**config.mk**
```make
export PLATFORM = sky130hd
export DESIGN_NAME = wildcard_byte_pattern_search
export DESIGN_NICKNAME = d
export VERILOG_FILES = /design/src/design/wbps_pkg.sv /design/src/design/wildcard_byte_pattern_search.sv
export SDC_FILE = /design/constraint.sdc
export NUM_CORES = 2
export LEC_CHECK = 0
export BUFFER_PORTS_ARGS = -buffer_cell sky130_fd_sc_hd__buf_2
export CORE_ASPECT_RATIO = 0.75
export CORE_MARGIN = 8
export CORE_UTILIZATION = 40
export CTS_CLUSTER_DIAMETER = 120
export CTS_CLUSTER_SIZE = 8
export DETAILED_ROUTE_END_ITERATION = 10
export MAX_ROUTING_LAYER = met4
export PLACE_DENSITY = 0.54
export SLEW_MARGIN = 0
export SYNTH_ARGS = -nofsm -noshare
export SYNTH_HDL_FRONTEND = slang
export SYNTH_SLANG_ARGS = --single-unit
export TNS_END_PERCENT = 5
```
**constraint.sdc**
```tcl
create_clock -name clk -period 15.1 [get_ports clk]
set_clock_uncertainty 0.05 [all_clocks]
set_input_delay 0.755 -clock clk [delete_from_list [all_inputs] [get_ports clk]]
set_output_delay 0.755 -clock clk [all_outputs]
set_load 0.02 [all_outputs]
```
**src/design/wbps_pkg.sv**
```systemverilog
package wbps_pkg;

  localparam int CFG_IDX_W   = 4;
  localparam int CFG_DATA_W  = 64;
  localparam int POS_W       = 33;
  localparam int MATCH_IDX_W = 32;
  localparam int ADDR_W      = 64;
  localparam int LEN_W       = 5;
  localparam int PAT_BYTES   = 16;

  typedef logic [CFG_IDX_W-1:0]   cfg_idx_t;
  typedef logic [CFG_DATA_W-1:0]  cfg_data_t;
  typedef logic [POS_W-1:0]       pos_t;
  typedef logic [MATCH_IDX_W-1:0] match_idx_t;
  typedef logic [ADDR_W-1:0]      addr_t;
  typedef logic [LEN_W-1:0]       len_t;
  typedef logic [7:0]             byte_t;

  localparam cfg_idx_t REG_PAT_LOW  = 4'd0;
  localparam cfg_idx_t REG_PAT_HIGH = 4'd1;
  localparam cfg_idx_t REG_PAT_LEN  = 4'd2;
  localparam cfg_idx_t REG_WILDCARD = 4'd3;
  localparam cfg_idx_t REG_OFFSET   = 4'd4;
  localparam cfg_idx_t REG_BASE     = 4'd5;
  localparam cfg_idx_t REG_SIZE     = 4'd6;
  localparam cfg_idx_t REG_REVERSE  = 4'd7;

endpackage

```
**src/design/wildcard_byte_pattern_search.sv**
```systemverilog
// Streams the bytes of one memory region, one request per cycle in address order while
// in_ready is high, and compares a window of the most recent bytes against a pattern of up
// to MAX_PATTERN_BYTES bytes, where the configured wildcard value matches any byte. A
// region gives exactly one result: a found result at the first full match (the rest of the
// region is dropped), or a not-found result with zero index and address at the byte flagged
// last. The window compare runs in the cycle a byte is taken, its outcome is registered in
// stage one, and the index and address are formed from that stage into the output register;
// a stalled result does not stop the input until both stages are full. The user must write
// configuration only while no request is in flight; the block itself does not enforce it.
module wildcard_byte_pattern_search
  import wbps_pkg::*;
#(
  parameter int MAX_PATTERN_BYTES = 16
) (
  input  logic       clk,
  input  logic       rst_n,

  input  logic       cfg_valid,
  output logic       cfg_ready,
  input  cfg_idx_t   cfg_index,
  input  cfg_data_t  cfg_data,

  input  logic       in_valid,
  output logic       in_ready,
  input  byte_t      in_data_byte,
  input  logic       in_last_byte,

  output logic       out_valid,
  input  logic       out_ready,
  output logic       out_found,
  output match_idx_t out_match_index,
  output addr_t      out_match_address
);

  localparam int WIN_IDX_W = (MAX_PATTERN_BYTES > 1) ? $clog2(MAX_PATTERN_BYTES) : 1;
  localparam int DIFF_W    = ((WIN_IDX_W > LEN_W) ? WIN_IDX_W : LEN_W) + 1;

  logic [63:0] pat_low_r;
  logic [63:0] pat_high_r;
  len_t        pat_len_r;
  byte_t       wildcard_r;
  logic [31:0] offset_r;
  addr_t       base_r;
  logic [31:0] size_r;
  logic        reverse_r;

  byte_t       win_r   [MAX_PATTERN_BYTES];
  byte_t       win_nxt [MAX_PATTERN_BYTES];
  pos_t        pos_r;
  logic        done_r;

  logic        s1_valid_r;
  logic        s1_found_r;
  match_idx_t  s1_start_r;

  logic        out_valid_r;
  logic        out_found_r;
  match_idx_t  out_index_r;
  addr_t       out_addr_r;

  logic        in_acc;
  logic        out_adv;
  logic [MAX_PATTERN_BYTES-1:0] byte_ok;
  logic        len_ok;
  logic        hit;
  logic        emit;
  match_idx_t  start;
  logic [127:0] pat_all;

  match_idx_t  rev_index;
  match_idx_t  res_index;
  addr_t       res_addr;
  addr_t       offset_ext;

  assign cfg_ready = 1'b1;

  always_ff @(posedge clk) begin
    if (!rst_n) begin
      pat_low_r  <= '0;
      pat_high_r <= '0;
      pat_len_r  <= '0;
      wildcard_r <= '0;
      offset_r   <= '0;
      base_r     <= '0;
      size_r     <= '0;
      reverse_r  <= 1'b0;
    end else if (cfg_valid) begin
      case (cfg_index)
        REG_PAT_LOW:  pat_low_r  <= cfg_data;
        REG_PAT_HIGH: pat_high_r <= cfg_data;
        REG_PAT_LEN:  pat_len_r  <= cfg_data[LEN_W-1:0];
        REG_WILDCARD: wildcard_r <= cfg_data[7:0];
        REG_OFFSET:   offset_r   <= cfg_data[31:0];
        REG_BASE:     base_r     <= cfg_data;
        REG_SIZE:     size_r     <= cfg_data[31:0];
        REG_REVERSE:  reverse_r  <= cfg_data[0];
        default: begin
        end
      endcase
    end
  end

  assign out_adv  = !out_valid_r || out_ready;
  assign in_ready = !s1_valid_r || out_adv;
  assign in_acc   = in_valid && in_ready;
  assign pat_all  = {pat_high_r, pat_low_r};

  always_comb begin
    win_nxt[0] = in_data_byte;
    for (int i = 1; i < MAX_PATTERN_BYTES; i++) begin
      win_nxt[i] = win_r[i-1];
    end
  end

  // Pattern byte j lines up with the window byte that arrived len-1-j requests ago.
  for (genvar j = 0; j < MAX_PATTERN_BYTES; j++) begin : g_cmp
    byte_t             pat_b;
    logic [DIFF_W-1:0] diff;
    logic              in_use;
    if (j < PAT_BYTES) begin : g_pat
      assign pat_b = pat_all[8*j +: 8];
    end else begin : g_zero
      assign pat_b = 8'h00;
    end
    assign diff    = DIFF_W'(pat_len_r) - DIFF_W'(1) - DIFF_W'(j);
    assign in_use  = DIFF_W'(j) < DIFF_W'(pat_len_r);
    assign byte_ok[j] = !in_use || (pat_b == wildcard_r) ||
                        (pat_b == win_nxt[diff[WIN_IDX_W-1:0]]);
  end

  assign len_ok = (pat_len_r != '0) &&
                  ({27'd0, pat_len_r} <= 32'(MAX_PATTERN_BYTES)) &&
                  ({27'd0, pat_len_r} <= size_r) &&
                  (pos_r < {1'b0, size_r}) &&
                  (({1'b0, pos_r} + 34'd1) >= 34'(pat_len_r));
  assign hit   = !done_r && len_ok && (&byte_ok);
  assign emit  = hit || (in_last_byte && !done_r);
  assign start = MATCH_IDX_W'(pos_r + POS_W'(1) - POS_W'(pat_len_r));

  always_ff @(posedge clk) begin
    if (in_acc && !done_r) begin
      for (int i = 0; i < MAX_PATTERN_BYTES; i++) begin
        win_r[i] <= win_nxt[i];
      end
    end
  end

  always_ff @(posedge clk) begin
    if (!rst_n) begin
      pos_r  <= '0;
      done_r <= 1'b0;
    end else if (in_acc) begin
      if (in_last_byte) begin
        pos_r  <= '0;
        done_r <= 1'b0;
      end else if (!done_r) begin
        if (pos_r != '1) begin
          pos_r <= pos_r + POS_W'(1);
        end
        done_r <= hit;
      end
    end
  end

  always_ff @(posedge clk) begin
    if (!rst_n) begin
      s1_valid_r <= 1'b0;
    end else if (in_acc) begin
      s1_valid_r <= emit;
    end else if (out_adv) begin
      s1_valid_r <= 1'b0;
    end
  end

  always_ff @(posedge clk) begin
    if (in_acc) begin
      s1_found_r <= hit;
      s1_start_r <= start;
    end
  end

  assign offset_ext = {{32{offset_r[31]}}, offset_r};
  assign rev_index  = size_r - s1_start_r;

  always_comb begin
    if (!s1_found_r) begin
      res_index = '0;
      res_addr  = '0;
    end else if (reverse_r) begin
      res_index = rev_index;
      res_addr  = base_r - ADDR_W'(rev_index) - offset_ext;
    end else begin
      res_index = s1_start_r;
      res_addr  = base_r + ADDR_W'(s1_start_r) + offset_ext;
    end
  end

  always_ff @(posedge clk) begin
    if (!rst_n) begin
      out_valid_r <= 1'b0;
    end else if (out_adv) begin
      out_valid_r <= s1_valid_r;
    end
  end

  always_ff @(posedge clk) begin
    if (out_adv && s1_valid_r) begin
      out_found_r <= s1_found_r;
      out_index_r <= res_index;
      out_addr_r  <= res_addr;
    end
  end

  assign out_valid         = out_valid_r;
  assign out_found         = out_found_r;
  assign out_match_index   = out_index_r;
  assign out_match_address = out_addr_r;

endmodule

```
# After elaboration in Yosys (flattened, before gate mapping)
# Memories as Yosys holds them, arrays and structs flattened.
# Cells that the tools add are included.
# op_classes
magnitude_cmp	36
n_mux	59
n_reduce_logical	78
bitwise	16
n_eq_ne	41
add_sub_neg	24
# op_table
operator	n
8-bit binary-select mux with 4-bit select	16
8-bit == test	32
8-bit two-way mux	32
33-bit two-way mux	3
5-bit >= comparator, second input constant	16
4-bit NOT with 5-bit output	16
64-bit by 32-bit adder with 64-bit output	1
64-bit adder	1
64-bit two-way mux	1
64-bit by 32-bit subtractor with 64-bit output	1
64-bit subtractor	1
4-bit by 5-bit < comparator with 1-bit output, first input constant	8
1-bit logical OR	35
33-bit by 1-bit adder with 34-bit output, second input constant	1
34-bit by 5-bit >= comparator with 1-bit output	1
33-bit by 1-bit adder with 33-bit output, second input constant	1
33-bit by 32-bit < comparator with 1-bit output	1
33-bit inequality test, second input constant	1
5-bit by 32-bit less-or-equal comparator with 1-bit output	1
32-bit two-way mux	1
32-bit subtractor	1
32-bit by 5-bit subtractor with 32-bit output	1
4-bit subtractor, second input constant	8
3-bit by 5-bit < comparator with 1-bit output, first input constant	4
other kinds (19)	70
# totals
n_memories	1
ramBits	128
output_inout_bits	100
word_cells	272
regBits	436
in_bits	82
# memory_table
memory	depth	word_bits	rd	rd_clocked_by_memory_dff	wr	line_no	rtl
win_r	16	8	15	0	16	wildcard_byte_pattern_search.sv:47	byte_t win_r [MAX_PATTERN_BYTES];

# Longest topological paths before layout
# logic_depth
depth_word	12
depth_mapped	29
mapped_depth_nobuf	29

# Worst setup path after synthesis
# Ideal clock, no wire load.
# synth_path
kind	input -> register
from	input out_ready
to	memory win_r[0][0] (netlist bit) (enable)
stages	4
t_arrival_ns	6.154
path_buffers	0
path_slack_ns	8.296
t_required_ns	14.450
setup_time_ns	0.600
path_cell_list	nor2b_1 nand2_1 nand2_1 nor2_1
# synth_lines
item	line_no	rtl
start: declaration	wildcard_byte_pattern_search.sv:29	input logic out_ready,
end: declaration	wildcard_byte_pattern_search.sv:47	

# Worst setup path in the final report
# layout_path
from	register size_r[0]
to	register out_addr_r[58] (netlist: out_match_address[58]) (data pin)
# layout_between
elab_chain_len	4
# layout_lines
item	line_no	rtl
start: declaration	wildcard_byte_pattern_search.sv:44	logic [31:0] size_r;
start signal: assignment	wildcard_byte_pattern_search.sv:95	REG_SIZE: size_r <= cfg_data[31:0];
32-bit subtractor	wildcard_byte_pattern_search.sv:183	assign rev_index = size_r - s1_start_r;
64-bit by 32-bit subtractor with 64-bit output	wildcard_byte_pattern_search.sv:191	res_addr = base_r - ADDR_W'(rev_index) - offset_ext;
64-bit subtractor	wildcard_byte_pattern_search.sv:191	
64-bit two-way mux	wildcard_byte_pattern_search.sv:189	end else if (reverse_r) begin
end signal: assignment	wildcard_byte_pattern_search.sv:210	out_addr_r <= res_addr;
end: declaration	wildcard_byte_pattern_search.sv:59	addr_t out_addr_r;
# No other way between the ends.
# A chain may end at the register's enable or synchronous reset.

==> flow_summary.ini <==
[clocking]
cts.repair.resized = 0
holdBufCountCts = 0
cts-root-buf = sky130_fd_sc_hd__clkbuf_16
cts_max_path_buffers = 3
tritoncts_num_sinks = 556
cts.reportedPaths.clkPinSlew_ns = 0.05
cts_buffers = 79
cts_setup_buffers = 0
clock_insertion_delay_worst_skew_ns = 0.68
h_tree_lvl_count = 3
clock_tree_from_tritoncts = built

[cells_and_area]
layout.core_utilization_pct = 44.4
final_cell_mix = sky130_fd_sc_hd__nand2_1 (716), sky130_fd_sc_hd__a21oi_1 (573), sky130_fd_sc_hd__dfxtp_1 (302)
finish.net_count = 5387
final_layout_size_suffix_gt1_share_pct = 10.3
final_common_cell = sky130_fd_sc_hd__nand2_1
area_growth_syn_to_layout_pct = 10.1
post_layout_nonfiller_instances = 6454

[sta]
period_needed_ns = 8.12
rsz0062_at_grt = false
finalSetupViolCount = 0
timing.fmax_ghz = 0.123
slew_violations = 0
worstMarginPinSlew_ns = 1.23
final-hold-violation-count = 0
finalHoldWorstSlack_ns = 0.253
fin_crit_sh_pct = 53.8
maxSlewHeadroom_pct = 17.5
accumulated_negative_setup_slack_ns = 0

[yosys]
synth-edff-count = 250
synth_largest_type_area_fraction_pct = 17.4
ys.warnings.count = 0
ys_seq_elements = 556
count_of_different_cell_masters_after_synthesis = 76
async_flop_share_pct = 0
synth_top_area_cell = sky130_fd_sc_hd__edfxtp_1
syn-mean-instance-area_um2 = 8.74
syn_nets = 5356
synth_seq_area_share_pct = 31.6
yosys-top-cells-area = sky130_fd_sc_hd__edfxtp_1 (17%), sky130_fd_sc_hd__dfxtp_1 (14%), sky130_fd_sc_hd__ha_1 (7.9%)
post_synth_instance_area_um2 = 43200
post_synth_inst_count = 4935
ys.flop_type = sky130_fd_sc_hd__dfxtp_1

[worst_hold_path]
holdCritPathClass = in -> reg
min_delay_path_depth = 1

[global_routing]
grt_util_met3_pct = 5.88
grtUsageMet2_pct = 35.6
grt_util_all_layers_pct = 25.4
overflow = 0
grt_max_degree = 148
met1_usage_pct = 37.1
globalRoute.busiestLayer = met1
initial_antenna_violation_count = 15
grt_first_pass_wirelength_um = 227000
grt_pass1_vias = 34856

[critical_path]
crit_path_max_incr_delay_ns = 0.92
cp_common_cell = sky130_fd_sc_hd__a21oi_1
start_kind = flip-flop
critical_path.slowest_cell = sky130_fd_sc_hd__o41ai_1
ff2ff_setup_slack_ns = 6.98
endpoint_kind = flip-flop
worst-r2r-cell-count = 28
timing.critical_path.depth = 28
cp.arrival_ns = 8.45
critical_path_required_ns = 15.43
number_of_buffers_and_inverters_on_the_critical_path = 2
cpLargestDelayFamily = compound AO/OA/AOI/OAI gates
critPathMaxFanout = 6
start_to_end_type_of_the_worst_setup_path = reg -> reg

[placed_design]
placed_cells_incl_taps = 6316
placed_wire_length_estimate_after_detailed_placement_um = 118000
final_wtd_congestion = 1.08
port_buffers = 180

[pwr]
total_power_of_the_final_layout_w = 0.00432
ir_drop_mv = 0.0702
power.density_cell_area_nw_per_um2 = 91.0
p_leak_nw = 19.4

[floorplanning]
fp.dieH_um = 300
io_pins = 182
initial_utilization_pct = 40.3
horizontal_die_dimension_um = 395
die_area_um2 = 119000
num_rows = 104
design.core.area_um2 = 107000

[run_status]
run_status = finished clean

[routing]
drt_wl_cell_um = 23.6
via_count = 37059
drt.antenna.violating_nets = 0
routed_wl_um = 152000
drc = 0
dr.first_iter.drc_count = 3949
detailedRoute.firstPassIterationCount = 6
avgViaCountPerCell = 5.74

[job]
drv_cap = 0
power breakdown:
group,total (W),switching (W),internal (W)
logic,0.000968,0.000604,0.000364
registers,0.00167,0.0000464,0.00163
clock network,0.00168,0.000697,0.000987
total,0.00432,0.00135,0.00298
synthesized netlist by cell type (7+ instances only):
| cell | count |
|---|---|
| sky130_fd_sc_hd__a21boi_0 | 10 |
| sky130_fd_sc_hd__nand4_1 | 80 |
| sky130_fd_sc_hd__nand2_1 | 717 |
| sky130_fd_sc_hd__nor2b_1 | 39 |
| sky130_fd_sc_hd__a22oi_1 | 14 |
| sky130_fd_sc_hd__o22ai_1 | 31 |
| sky130_fd_sc_hd__mux2i_1 | 289 |
| sky130_fd_sc_hd__and3_1 | 30 |
| sky130_fd_sc_hd__mux4_2 | 77 |
| sky130_fd_sc_hd__o211ai_1 | 15 |
| sky130_fd_sc_hd__o21bai_1 | 33 |
| sky130_fd_sc_hd__nand3_1 | 63 |
| sky130_fd_sc_hd__a2111oi_0 | 9 |
| sky130_fd_sc_hd__or3_1 | 15 |
| sky130_fd_sc_hd__xor2_1 | 231 |
| sky130_fd_sc_hd__nand3b_1 | 9 |
| sky130_fd_sc_hd__nor3_1 | 63 |
| sky130_fd_sc_hd__edfxtp_1 | 250 |
| sky130_fd_sc_hd__a211oi_1 | 19 |
| sky130_fd_sc_hd__and2_1 | 31 |
| sky130_fd_sc_hd__clkbuf_1 | 230 |
| sky130_fd_sc_hd__buf_1 | 29 |
| sky130_fd_sc_hd__or4_1 | 7 |
| sky130_fd_sc_hd__o21a_1 | 26 |
| sky130_fd_sc_hd__a31oi_1 | 22 |
| sky130_fd_sc_hd__nor2_1 | 296 |
| sky130_fd_sc_hd__a221oi_1 | 7 |
| sky130_fd_sc_hd__fa_1 | 67 |
| sky130_fd_sc_hd__o21ai_0 | 165 |
| sky130_fd_sc_hd__buf_2 | 19 |
| sky130_fd_sc_hd__mux2_2 | 61 |
| sky130_fd_sc_hd__inv_1 | 264 |
| sky130_fd_sc_hd__or2_2 | 21 |
| sky130_fd_sc_hd__xnor2_1 | 235 |
| sky130_fd_sc_hd__dfxtp_1 | 306 |
| sky130_fd_sc_hd__a21oi_1 | 573 |
| sky130_fd_sc_hd__a21o_1 | 123 |
| sky130_fd_sc_hd__nand2b_1 | 31 |
| sky130_fd_sc_hd__nor3b_1 | 7 |
| sky130_fd_sc_hd__and4_1 | 10 |
| sky130_fd_sc_hd__ha_1 | 272 |
| sky130_fd_sc_hd__o31ai_1 | 14 |
| sky130_fd_sc_hd__nor4_1 | 48 |
routing by layer:
layer  wire length, um  vias to the layer above
met3             13400                      160
met4              2860                        0
met5                 0                        -
met2             62300                     1324
li1                  -                    17450
met1             73600                    18125
worst paths after layout:
path | start | end
min | in_data_byte[5] | win_r[0][5]
max | size_r[0] | out_match_address[58]
min reg2reg | offset_r[0] | offset_r[0]
max reg2reg | size_r[0] | out_match_address[58]
layout make-up:
| type | count | area, um^2 |
|---|---|---|
| Tap cell | 1431 | 1790 |
| Fill cell | 10612 | 59600 |
| Clock inverter | 4 | 42.5 |
| Timing Repair Buffer | 235 | 1310 |
| Clock buffer | 127 | 2200 |
| Multi-Input combinational cell | 3824 | 27500 |
| Sequential cell | 556 | 13600 |
| Antenna cell | 7 | 17.5 |
| Inverter | 270 | 1020 |
metrics by stage:
stage          area, um^2  setup WS [ns]
6_report            47500           6.98
5_1_grt             47500           6.48
4_1_cts             47500           7.14
3_5_place_dp        45300           7.17
3_3_place_gp        45300           7.19
2_1_floorplan       43200           8.30
registers in the layout (all words and copies together), names as in the netlist, 8 cells and up:
signal             flops
base_r                64
offset_r              32
out_match_address     64
out_match_index       32
pat_high_r            64
pat_low_r             64
pos_r                 33
s1_start_r            32
size_r                32
wildcard_r             8
win_r                120
kinds of logic (layout without fill, tap and decap cells):
family,after synthesis,after routing,share of synthesized area [%]
flip-flops,556,556,31.6
buffers and inverters,555,636,4.96
XOR/XNOR,469,469,9.65
AO/OA/AOI/OAI,1111,1111,15.1
AND/OR/NAND/NOR,1477,1477,15.4
adder cells (fa/ha/maj),339,339,11.0
multiplexers,427,427,12.3
other,1,8,0.00869
Note: power is estimated with default switching activity, not from simulation.
